`config.mk`:
```
export PLATFORM = sky130hd
export DESIGN_NAME = ps2_host_byte_transceiver_core
export DESIGN_NICKNAME = d
export VERILOG_FILES = /design/src/rtl/core/ps2hbt_pkg.sv /design/src/rtl/core/ps2hbt_fsm.sv /design/src/rtl/core/ps2hbt_out_reg.sv /design/src/rtl/core/ps2_host_byte_transceiver_core.sv
export SDC_FILE = /design/constraint.sdc
export NUM_CORES = 1
export LEC_CHECK = 0
export BUFFER_PORTS_ARGS = -buffer_cell sky130_fd_sc_hd__clkbuf_2
export CELL_PAD_IN_SITES_DETAIL_PLACEMENT = 0
export CELL_PAD_IN_SITES_GLOBAL_PLACEMENT = 2
export CORE_ASPECT_RATIO = 0.75
export CORE_MARGIN = 4
export CORE_UTILIZATION = 40
export CTS_BUF_LIST = sky130_fd_sc_hd__clkbuf_2 sky130_fd_sc_hd__clkbuf_4 sky130_fd_sc_hd__clkbuf_8
export CTS_CLUSTER_DIAMETER = 60
export CTS_CLUSTER_SIZE = 28
export DETAILED_ROUTE_END_ITERATION = 8
export PLACE_DENSITY = 0.86
export SLEW_MARGIN = 30
export SYNTH_ARGS = -nofsm -noshare
export SYNTH_HDL_FRONTEND = slang
export SYNTH_SLANG_ARGS = --single-unit
```
`constraint.sdc`:
```
create_clock -name i_clk -period 11.1 [get_ports i_clk]
set_input_delay 1.11 -clock i_clk [delete_from_list [all_inputs] [get_ports i_clk]]
set_output_delay 1.11 -clock i_clk [all_outputs]
set_load 0.02 [all_outputs]
```
`src/rtl/core/ps2hbt_pkg.sv`:
```
package ps2hbt_pkg;

    localparam int unsigned CfgWidth  = 16;
    localparam int unsigned CfgIdxW   = 2;
    localparam int unsigned ByteWidth = 8;
    localparam int unsigned CountW    = 4;

    localparam logic [CfgWidth-1:0] InhibitTicksRst   = 16'd120;
    localparam logic [CfgWidth-1:0] DataSetupTicksRst = 16'd10;
    localparam logic [CfgWidth-1:0] ReadLeadTicksRst  = 16'd50;
    localparam logic [CountW-1:0]   BitsPerByte       = 4'd8;

    typedef enum logic [CfgIdxW-1:0] {
        CFG_INHIBIT_TICKS    = 2'd0,
        CFG_DATA_SETUP_TICKS = 2'd1,
        CFG_READ_LEAD_TICKS  = 2'd2
    } t_cfg_idx;

    typedef enum logic [1:0] {
        REQ_TICK  = 2'd0,
        REQ_READ  = 2'd1,
        REQ_WRITE = 2'd2
    } t_req;

    typedef enum logic [3:0] {
        PH_IDLE     = 4'd0,
        PH_RD_LEAD  = 4'd1,
        PH_RD_START = 4'd2,
        PH_RD_BITS  = 4'd3,
        PH_RD_PAR   = 4'd4,
        PH_RD_STOP  = 4'd5,
        PH_WR_INH   = 4'd6,
        PH_WR_SETUP = 4'd7,
        PH_WR_START = 4'd8,
        PH_WR_BITS  = 4'd9,
        PH_WR_STOP  = 4'd10,
        PH_WR_ACK   = 4'd11,
        PH_WR_END   = 4'd12
    } t_phase;

    typedef struct packed {
        logic [1:0]           req_type;
        logic                 clock_line;
        logic                 data_line;
        logic [ByteWidth-1:0] write_byte;
    } t_request;

    typedef struct packed {
        logic                 clock_drive_low;
        logic                 data_drive_low;
        logic                 busy_res;
        logic                 byte_valid;
        logic [ByteWidth-1:0] read_byte;
        logic                 parity_error;
        logic                 write_done;
        logic                 write_nack;
    } t_result;

endpackage

```
`src/rtl/core/ps2hbt_fsm.sv`:
```
module ps2hbt_fsm (
    input  logic                              i_clk,
    input  logic                              i_rst_n,
    input  logic                              i_cfg_we,
    input  logic [ps2hbt_pkg::CfgIdxW-1:0]    i_cfg_idx,
    input  logic [ps2hbt_pkg::CfgWidth-1:0]   i_cfg_data,
    input  logic                              i_accept,
    input  ps2hbt_pkg::t_request              i_request,
    output ps2hbt_pkg::t_result               o_result
);
    import ps2hbt_pkg::*;

    logic [CfgWidth-1:0]  r_inhibit_ticks;
    logic [CfgWidth-1:0]  r_data_setup_ticks;
    logic [CfgWidth-1:0]  r_read_lead_ticks;

    t_phase               r_phase, n_phase;
    logic [CountW-1:0]    r_bit_count, n_bit_count;
    logic [ByteWidth-1:0] r_shift_reg, n_shift_reg;
    logic                 r_ones_parity, n_ones_parity;
    logic                 r_prev_clock, n_prev_clock;
    logic [CfgWidth-1:0]  r_delay_count, n_delay_count;
    logic                 r_clock_hold, n_clock_hold;
    logic                 r_data_hold, n_data_hold;

    logic                 fall;
    logic [CfgWidth-1:0]  delay_limit;
    logic                 delay_hit;
    logic [CfgWidth-1:0]  delay_inc;
    logic                 drv_bit;

    always_ff @(posedge i_clk) begin
        if (!i_rst_n) begin
            r_inhibit_ticks    <= InhibitTicksRst;
            r_data_setup_ticks <= DataSetupTicksRst;
            r_read_lead_ticks  <= ReadLeadTicksRst;
        end else if (i_cfg_we) begin
            unique case (i_cfg_idx)
                CFG_INHIBIT_TICKS:    r_inhibit_ticks    <= i_cfg_data;
                CFG_DATA_SETUP_TICKS: r_data_setup_ticks <= i_cfg_data;
                CFG_READ_LEAD_TICKS:  r_read_lead_ticks  <= i_cfg_data;
                default: ;
            endcase
        end
    end

    always_ff @(posedge i_clk) begin
        if (!i_rst_n) begin
            r_phase       <= PH_IDLE;
            r_bit_count   <= '0;
            r_shift_reg   <= '0;
            r_ones_parity <= 1'b0;
            r_prev_clock  <= 1'b1;
            r_delay_count <= '0;
            r_clock_hold  <= 1'b1;
            r_data_hold   <= 1'b0;
        end else if (i_accept) begin
            r_phase       <= n_phase;
            r_bit_count   <= n_bit_count;
            r_shift_reg   <= n_shift_reg;
            r_ones_parity <= n_ones_parity;
            r_prev_clock  <= n_prev_clock;
            r_delay_count <= n_delay_count;
            r_clock_hold  <= n_clock_hold;
            r_data_hold   <= n_data_hold;
        end
    end

    assign fall      = r_prev_clock && !i_request.clock_line;
    assign delay_hit = (r_delay_count >= delay_limit);
    assign delay_inc = r_delay_count + CfgWidth'(1);
    assign drv_bit   = r_shift_reg[0];

    always_comb begin
        unique case (r_phase)
            PH_RD_LEAD:  delay_limit = r_read_lead_ticks;
            PH_WR_INH:   delay_limit = r_inhibit_ticks;
            default:     delay_limit = r_data_setup_ticks;
        endcase
    end

    always_comb begin
        n_phase       = r_phase;
        n_bit_count   = r_bit_count;
        n_shift_reg   = r_shift_reg;
        n_ones_parity = r_ones_parity;
        n_prev_clock  = i_request.clock_line;
        n_delay_count = r_delay_count;
        n_clock_hold  = r_clock_hold;
        n_data_hold   = r_data_hold;
        o_result      = '0;

        unique case (r_phase)
            PH_IDLE: begin
                if (i_request.req_type == REQ_READ) begin
                    n_clock_hold  = 1'b1;
                    n_data_hold   = 1'b0;
                    n_delay_count = '0;
                    n_phase       = PH_RD_LEAD;
                end else if (i_request.req_type == REQ_WRITE) begin
                    n_clock_hold  = 1'b1;
                    n_data_hold   = 1'b0;
                    n_delay_count = '0;
                    n_shift_reg   = i_request.write_byte;
                    n_phase       = PH_WR_INH;
                end
            end
            PH_RD_LEAD: begin
                if (delay_hit) begin
                    n_clock_hold = 1'b0;
                    n_phase      = PH_RD_START;
                end else begin
                    n_delay_count = delay_inc;
                end
            end
            PH_RD_START: begin
                if (fall) begin
                    n_bit_count   = '0;
                    n_shift_reg   = '0;
                    n_ones_parity = 1'b0;
                    n_phase       = PH_RD_BITS;
                end
            end
            PH_RD_BITS: begin
                if (fall) begin
                    n_shift_reg   = {i_request.data_line, r_shift_reg[ByteWidth-1:1]};
                    n_ones_parity = r_ones_parity ^ i_request.data_line;
                    n_bit_count   = r_bit_count + CountW'(1);
                    if (n_bit_count >= BitsPerByte) begin
                        n_phase = PH_RD_PAR;
                    end
                end
            end
            PH_RD_PAR: begin
                if (fall) begin
                    n_ones_parity = r_ones_parity ^ i_request.data_line;
                    n_phase       = PH_RD_STOP;
                end
            end
            PH_RD_STOP: begin
                if (fall) begin
                    n_clock_hold          = 1'b1;
                    o_result.byte_valid   = 1'b1;
                    o_result.read_byte    = r_shift_reg;
                    o_result.parity_error = !r_ones_parity;
                    n_phase               = PH_IDLE;
                end
            end
            PH_WR_INH: begin
                if (delay_hit) begin
                    n_data_hold   = 1'b1;
                    n_delay_count = '0;
                    n_phase       = PH_WR_SETUP;
                end else begin
                    n_delay_count = delay_inc;
                end
            end
            PH_WR_SETUP: begin
                if (delay_hit) begin
                    n_clock_hold = 1'b0;
                    n_phase      = PH_WR_START;
                end else begin
                    n_delay_count = delay_inc;
                end
            end
            PH_WR_START: begin
                if (fall) begin
                    n_data_hold   = !drv_bit;
                    n_ones_parity = drv_bit;
                    n_shift_reg   = {1'b0, r_shift_reg[ByteWidth-1:1]};
                    n_bit_count   = CountW'(1);
                    n_phase       = PH_WR_BITS;
                end
            end
            PH_WR_BITS: begin
                if (fall) begin
                    if (r_bit_count < BitsPerByte) begin
                        n_data_hold   = !drv_bit;
                        n_ones_parity = r_ones_parity ^ drv_bit;
                        n_shift_reg   = {1'b0, r_shift_reg[ByteWidth-1:1]};
                        n_bit_count   = r_bit_count + CountW'(1);
                    end else begin
                        n_data_hold = r_ones_parity;
                        n_phase     = PH_WR_STOP;
                    end
                end
            end
            PH_WR_STOP: begin
                if (fall) begin
                    n_data_hold = 1'b0;
                    n_phase     = PH_WR_ACK;
                end
            end
            PH_WR_ACK: begin
                if (fall) begin
                    if (i_request.data_line) begin
                        o_result.write_done = 1'b1;
                        o_result.write_nack = 1'b1;
                        n_phase             = PH_IDLE;
                    end else begin
                        n_phase = PH_WR_END;
                    end
                end
            end
            PH_WR_END: begin
                if (i_request.clock_line) begin
                    o_result.write_done = 1'b1;
                    n_phase             = PH_IDLE;
                end
            end
            default: begin
                n_phase = PH_IDLE;
            end
        endcase

        o_result.clock_drive_low = n_clock_hold;
        o_result.data_drive_low  = n_data_hold;
        o_result.busy_res        = (n_phase != PH_IDLE);
    end

endmodule

```
`src/rtl/core/ps2hbt_out_reg.sv`:
```
module ps2hbt_out_reg (
    input  logic                 i_clk,
    input  logic                 i_rst_n,
    input  logic                 i_load,
    input  ps2hbt_pkg::t_result  i_result,
    input  logic                 i_out_ready,
    output logic                 o_out_valid,
    output logic                 o_can_load,
    output ps2hbt_pkg::t_result  o_result
);
    import ps2hbt_pkg::*;

    logic    r_valid;
    t_result r_result;

    assign o_can_load  = !r_valid || i_out_ready;
    assign o_out_valid = r_valid;
    assign o_result    = r_result;

    always_ff @(posedge i_clk) begin
        if (!i_rst_n) begin
            r_valid <= 1'b0;
        end else if (o_can_load) begin
            r_valid <= i_load;
        end
    end

    always_ff @(posedge i_clk) begin
        if (i_load) begin
            r_result <= i_result;
        end
    end

endmodule

```
`src/rtl/core/ps2_host_byte_transceiver_core.sv`:
```
// The result of an accepted request is computed combinationally and captured in the output register.
// One request per cycle when not stalled; the line state machine updates on accept.
// A result waiting in the output register does not block the next request unless it stalls.
// Reset is synchronous and active low; it restores the default timing registers,
// returns to idle with the clock line inhibited and data released, and empties the output.
module ps2_host_byte_transceiver_core (
    input  logic                                  i_clk,
    input  logic                                  i_rst_n,
    input  logic                                  i_cfg_we,
    input  logic [ps2hbt_pkg::CfgIdxW-1:0]        i_cfg_idx,
    input  logic [ps2hbt_pkg::CfgWidth-1:0]       i_cfg_data,
    input  logic                                  i_in_valid,
    output logic                                  o_in_ready,
    input  logic [1:0]                            i_req_type,
    input  logic                                  i_clock_line,
    input  logic                                  i_data_line,
    input  logic [ps2hbt_pkg::ByteWidth-1:0]      i_write_byte,
    output logic                                  o_out_valid,
    input  logic                                  i_out_ready,
    output logic                                  o_clock_drive_low,
    output logic                                  o_data_drive_low,
    output logic                                  o_busy_res,
    output logic                                  o_byte_valid,
    output logic [ps2hbt_pkg::ByteWidth-1:0]      o_read_byte,
    output logic                                  o_parity_error,
    output logic                                  o_write_done,
    output logic                                  o_write_nack
);
    import ps2hbt_pkg::*;

    t_request request;
    t_result  step_result;
    t_result  held_result;
    logic     can_load;
    logic     accept;

    assign request.req_type   = i_req_type;
    assign request.clock_line = i_clock_line;
    assign request.data_line  = i_data_line;
    assign request.write_byte = i_write_byte;

    assign o_in_ready = can_load;
    assign accept     = i_in_valid && can_load;

    ps2hbt_fsm u_fsm (
        .i_clk      (i_clk),
        .i_rst_n    (i_rst_n),
        .i_cfg_we   (i_cfg_we),
        .i_cfg_idx  (i_cfg_idx),
        .i_cfg_data (i_cfg_data),
        .i_accept   (accept),
        .i_request  (request),
        .o_result   (step_result)
    );

    ps2hbt_out_reg u_out_reg (
        .i_clk       (i_clk),
        .i_rst_n     (i_rst_n),
        .i_load      (accept),
        .i_result    (step_result),
        .i_out_ready (i_out_ready),
        .o_out_valid (o_out_valid),
        .o_can_load  (can_load),
        .o_result    (held_result)
    );

    assign o_clock_drive_low = held_result.clock_drive_low;
    assign o_data_drive_low  = held_result.data_drive_low;
    assign o_busy_res        = held_result.busy_res;
    assign o_byte_valid      = held_result.byte_valid;
    assign o_read_byte       = held_result.read_byte;
    assign o_parity_error    = held_result.parity_error;
    assign o_write_done      = held_result.write_done;
    assign o_write_nack      = held_result.write_nack;

endmodule

```
==> results_dict.tcl <==
set metrics [dict create \
    worst_setup_path_end_kind "register" \
    synth_top_family_by_area "compound AO/OA/AOI/OAI gates" \
    synth_compound_area_share_pct 27.2 \
    placementRows 36 \
    globalRoute.totalOverflow 0 \
    p_leak_nw 2.25 \
    syn_avg_cell_area_sq_um 8.30 \
    crit_arrival_ps 5710 \
    final_period_demand_of_the_worst_path_ps 5480 \
    first_global_vias 4565 \
    detailed_place.area_sq_mm 0.00568 \
    worstPathBufferInverterCount 3 \
    clock_sinks 100 \
    cts.clk_slew.worst_paths_ps 110 \
    max-slew-margin-rel_pct 35.6 \
    muxShareOfSynthArea_pct 0.589 \
    synth-adder-area-share_pct 4.24 \
    final_cycle_utilization_of_the_critical_path_pct 49.4 \
    synth-edff-count 15 \
    routed_wirelength_um 15200 \
    ys_ff_latch 100 \
    fin_setup_tns_ps 0 \
    gr-usage-met2_pct 27.3 \
    antenna_found_initial 0 \
    cts_hold_repair_buffers 0 \
    detail_route.wl_per_cell_um 17.9 \
    async_flop_share_pct 0 \
    cts_max_level 3 \
    finalCoreUtilization_pct 45.5 \
    die_h_um 108 \
    synth_top_flop_cell "sky130_fd_sc_hd__dfxtp_1" \
    clock_buffers_created_by_tritoncts 9 \
    detailedRoute.firstPassIterationCount 5 \
    initial_utilization_pct 40.9 \
    number_of_max_cap_violations 0 \
    ys_types 62 \
    timing.reg2reg.setup_slack_ps 5620 \
    critical_path_required_ps 11330 \
    critical_path.startpoint_type "register" \
    status "finished clean" \
    vdd_ir_drop_max_mv 0.0847 \
    antenna_cells_inserted 0 \
    drive_gt1_share_pct 13.4 \
    report.final.setup_viol 0 \
    grt_first_pass_wirelength_um 24500 \
    post_synth_and_or_nand_nor_area_fraction_pct 23.0 \
    synth-xor-area-share_pct 0.330 \
    final_cell_area_sq_mm 0.00590 \
    post-dp-hpwl_um 10600 \
    grtUsageMet1_pct 32.5 \
    buffer_ports.inserted 51 \
    maximum_buffer_depth_of_the_clock_tree 2 \
    critical_path_cell_by_cell "buf_4 > inv_1 > nand2_1 > nor2_1 > buf_4 > nor2_2 > a21oi_1 > ha_1 > nor2b_1 > o211ai_1 > a31oi_1 > or4_1 > a221o_2 > o41ai_4 > a21oi_1" \
    fin_nets 722 \
    drcViolationCount 0 \
    critical_path.max_stage_delay_ps 950 \
    synth_warnings 0 \
    post_cts.repair.setup_buffers 0 \
    timing_max_transition_violations_final 0 \
    synthesis.area_sq_mm 0.00531 \
    timing.fmax_mhz 182 \
    ctsRootBufferMaster "sky130_fd_sc_hd__clkbuf_8" \
    die_area_sq_mm 0.0152 \
    synthesized_instance_count 640 \
    layout-area-overhead-vs-synth_pct 11.1 \
    cts_tree "yes" \
    critical_path.max_fanout 31 \
    met3_usage_pct 5.20 \
    grt_start_max_net_pins 71 \
    grt.total_usage_pct 20.5 \
    design.portCount 52 \
    cp_top_family "compound AO/OA/AOI/OAI gates" \
    routabilityCongestion 0.889 \
    via_per_inst 5.83 \
    gr-max-usage-layer "met1" \
    drt_first_iter_violations 590 \
    powerDensity_mw_per_mm2 132 \
    rsz0062_at_grt "no" \
    clkLatencyLatePin_ps 390 \
    final_antenna_net_count 0 \
    chipWidth_um 141 \
    timing.hold.worst.class "register to register" \
    ys_seq_area_share_pct 40.5 \
    mappedNetlistNets 693 \
    slowest_stage "sky130_fd_sc_hd__o41ai_4" \
    max_slew.worst_pin.slew_ps 963 \
    dr_total_vias 4926 \
    resized_cells_post_cts 0 \
    n_fill_cell 1285 \
    hold_viol_final 0 \
    floorplan.core_area_sq_mm 0.0130 \
    clock-skew-final_ps 13.9 \
    worst-setup-path-type "register to register" \
]
placed cells by master (no fill, tap or decap), types with 4 or more instances in the layout:
cell                       instances
sky130_fd_sc_hd__nand2_1         133
sky130_fd_sc_hd__dfxtp_1          84
sky130_fd_sc_hd__clkbuf_2         51
sky130_fd_sc_hd__a21oi_1          46
sky130_fd_sc_hd__a21boi_0         43
sky130_fd_sc_hd__nand3_1          27
sky130_fd_sc_hd__o21ai_0          24
sky130_fd_sc_hd__nor2_1           23
sky130_fd_sc_hd__ha_1             18
sky130_fd_sc_hd__a22o_1           15
sky130_fd_sc_hd__edfxtp_1         15
sky130_fd_sc_hd__a221oi_1         13
sky130_fd_sc_hd__inv_1            12
sky130_fd_sc_hd__o31ai_1          11
sky130_fd_sc_hd__or4_1            10
sky130_fd_sc_hd__nor3_1           10
sky130_fd_sc_hd__o211a_1          10
sky130_fd_sc_hd__o211ai_1          9
sky130_fd_sc_hd__clkbuf_8          9
sky130_fd_sc_hd__buf_4             9
sky130_fd_sc_hd__nand2b_1          8
sky130_fd_sc_hd__and2_1            8
sky130_fd_sc_hd__nand4_1           6
sky130_fd_sc_hd__or3_1             6
sky130_fd_sc_hd__nor2b_1           5
sky130_fd_sc_hd__a22oi_1           5
sky130_fd_sc_hd__a211oi_1          4
sky130_fd_sc_hd__a31oi_1           4
synth_stat cells, drive strengths merged, types with 4 or more instances:
library cell | instances | share of area [%]
edfxtp | 15 | 8.5
or4 | 11 | 1.6
clkbuf | 37 | 2.6
o21ai | 25 | 2.4
o211a | 10 | 1.9
nand2 | 133 | 9.4
or3 | 6 | 0.71
nor2b | 5 | 0.59
nand2b | 8 | 0.94
inv | 12 | 0.85
ha | 18 | 4.2
buf | 5 | 0.59
a21oi | 47 | 4.5
a211oi | 4 | 0.57
nand4 | 6 | 0.71
a22oi | 5 | 0.71
a21boi | 43 | 6.1
nand3 | 27 | 2.5
and2 | 8 | 0.94
o31ai | 11 | 1.6
a31oi | 4 | 0.47
o211ai | 9 | 1.3
a221oi | 13 | 2.1
dfxtp | 85 | 32
nor2 | 24 | 1.7
a22o | 15 | 2.5
nor3 | 12 | 1.1
per-layer routing:
| layer | wire length, um | part of all wire (%) |
|---|---|---|
| met1 | 8010 | 53 |
| met3 | 1170 | 7.7 |
| met2 | 5850 | 39 |
| met5 | 0 | 0 |
| met4 | 120 | 0.79 |
worst paths after layout:
path	start	end	cells after the start
max	u_fsm.r_phase[3]	u_fsm.r_delay_count[14]	15
min	u_fsm.r_data_setup_ticks[2]	u_fsm.r_data_setup_ticks[2]	2
max reg2reg	u_fsm.r_phase[3]	u_fsm.r_delay_count[14]	15
min reg2reg	u_fsm.r_data_setup_ticks[2]	u_fsm.r_data_setup_ticks[2]	2
layout make-up:
type | instances | area (sq um) | area share [%]
Multi-Input combinational cell | 485 | 2960 | 50.1
Sequential cell | 100 | 2150 | 36.5
Timing Repair Buffer | 60 | 323 | 5.47
Tap cell | 171 | 214 | 3.62
Clock buffer | 9 | 124 | 2.10
Clock inverter | 7 | 80.1 | 1.36
Inverter | 13 | 48.8 | 0.827
cells by family (layout without fill, tap and decap cells):
| kind of cell | count (synthesis) | count (layout) |
|---|---|---|
| and+or+nand+nor | 259 | 259 |
| AOI/OAI and AO/OA | 203 | 203 |
| DFF | 100 | 100 |
| adders and majority gates | 18 | 18 |
| buffers and inverters | 55 | 89 |
| muxes | 3 | 3 |
| xor gates and xnor gates | 2 | 2 |
per-stage QoR:
step / hold WS [ps] / power (mW) / setup slack, ps / std cells
global placement: 451 / 0.532 / 5400 / 829
global route: 491 / 0.816 / 5230 / 845
finish: 472 / 0.779 / 5620 / 845
floorplan: 441 / 0.491 / 6730 / 640
detailed placement: 461 / 0.534 / 5160 / 829
CTS: 476 / 0.781 / 5120 / 845
report_power, final:
group	switching, mW	internal (mW)	total (mW)
clock network	0.143	0.108	0.251
registers	0.0169	0.383	0.400
logic	0.0840	0.0446	0.129
worst min-delay path: stages, from the launching register on:
cell and delay, ps:
sky130_fd_sc_hd__dfxtp_1 330, sky130_fd_sc_hd__nand2_1 50, sky130_fd_sc_hd__a21boi_0 60
Note: power is estimated with default switching activity, not from simulation.
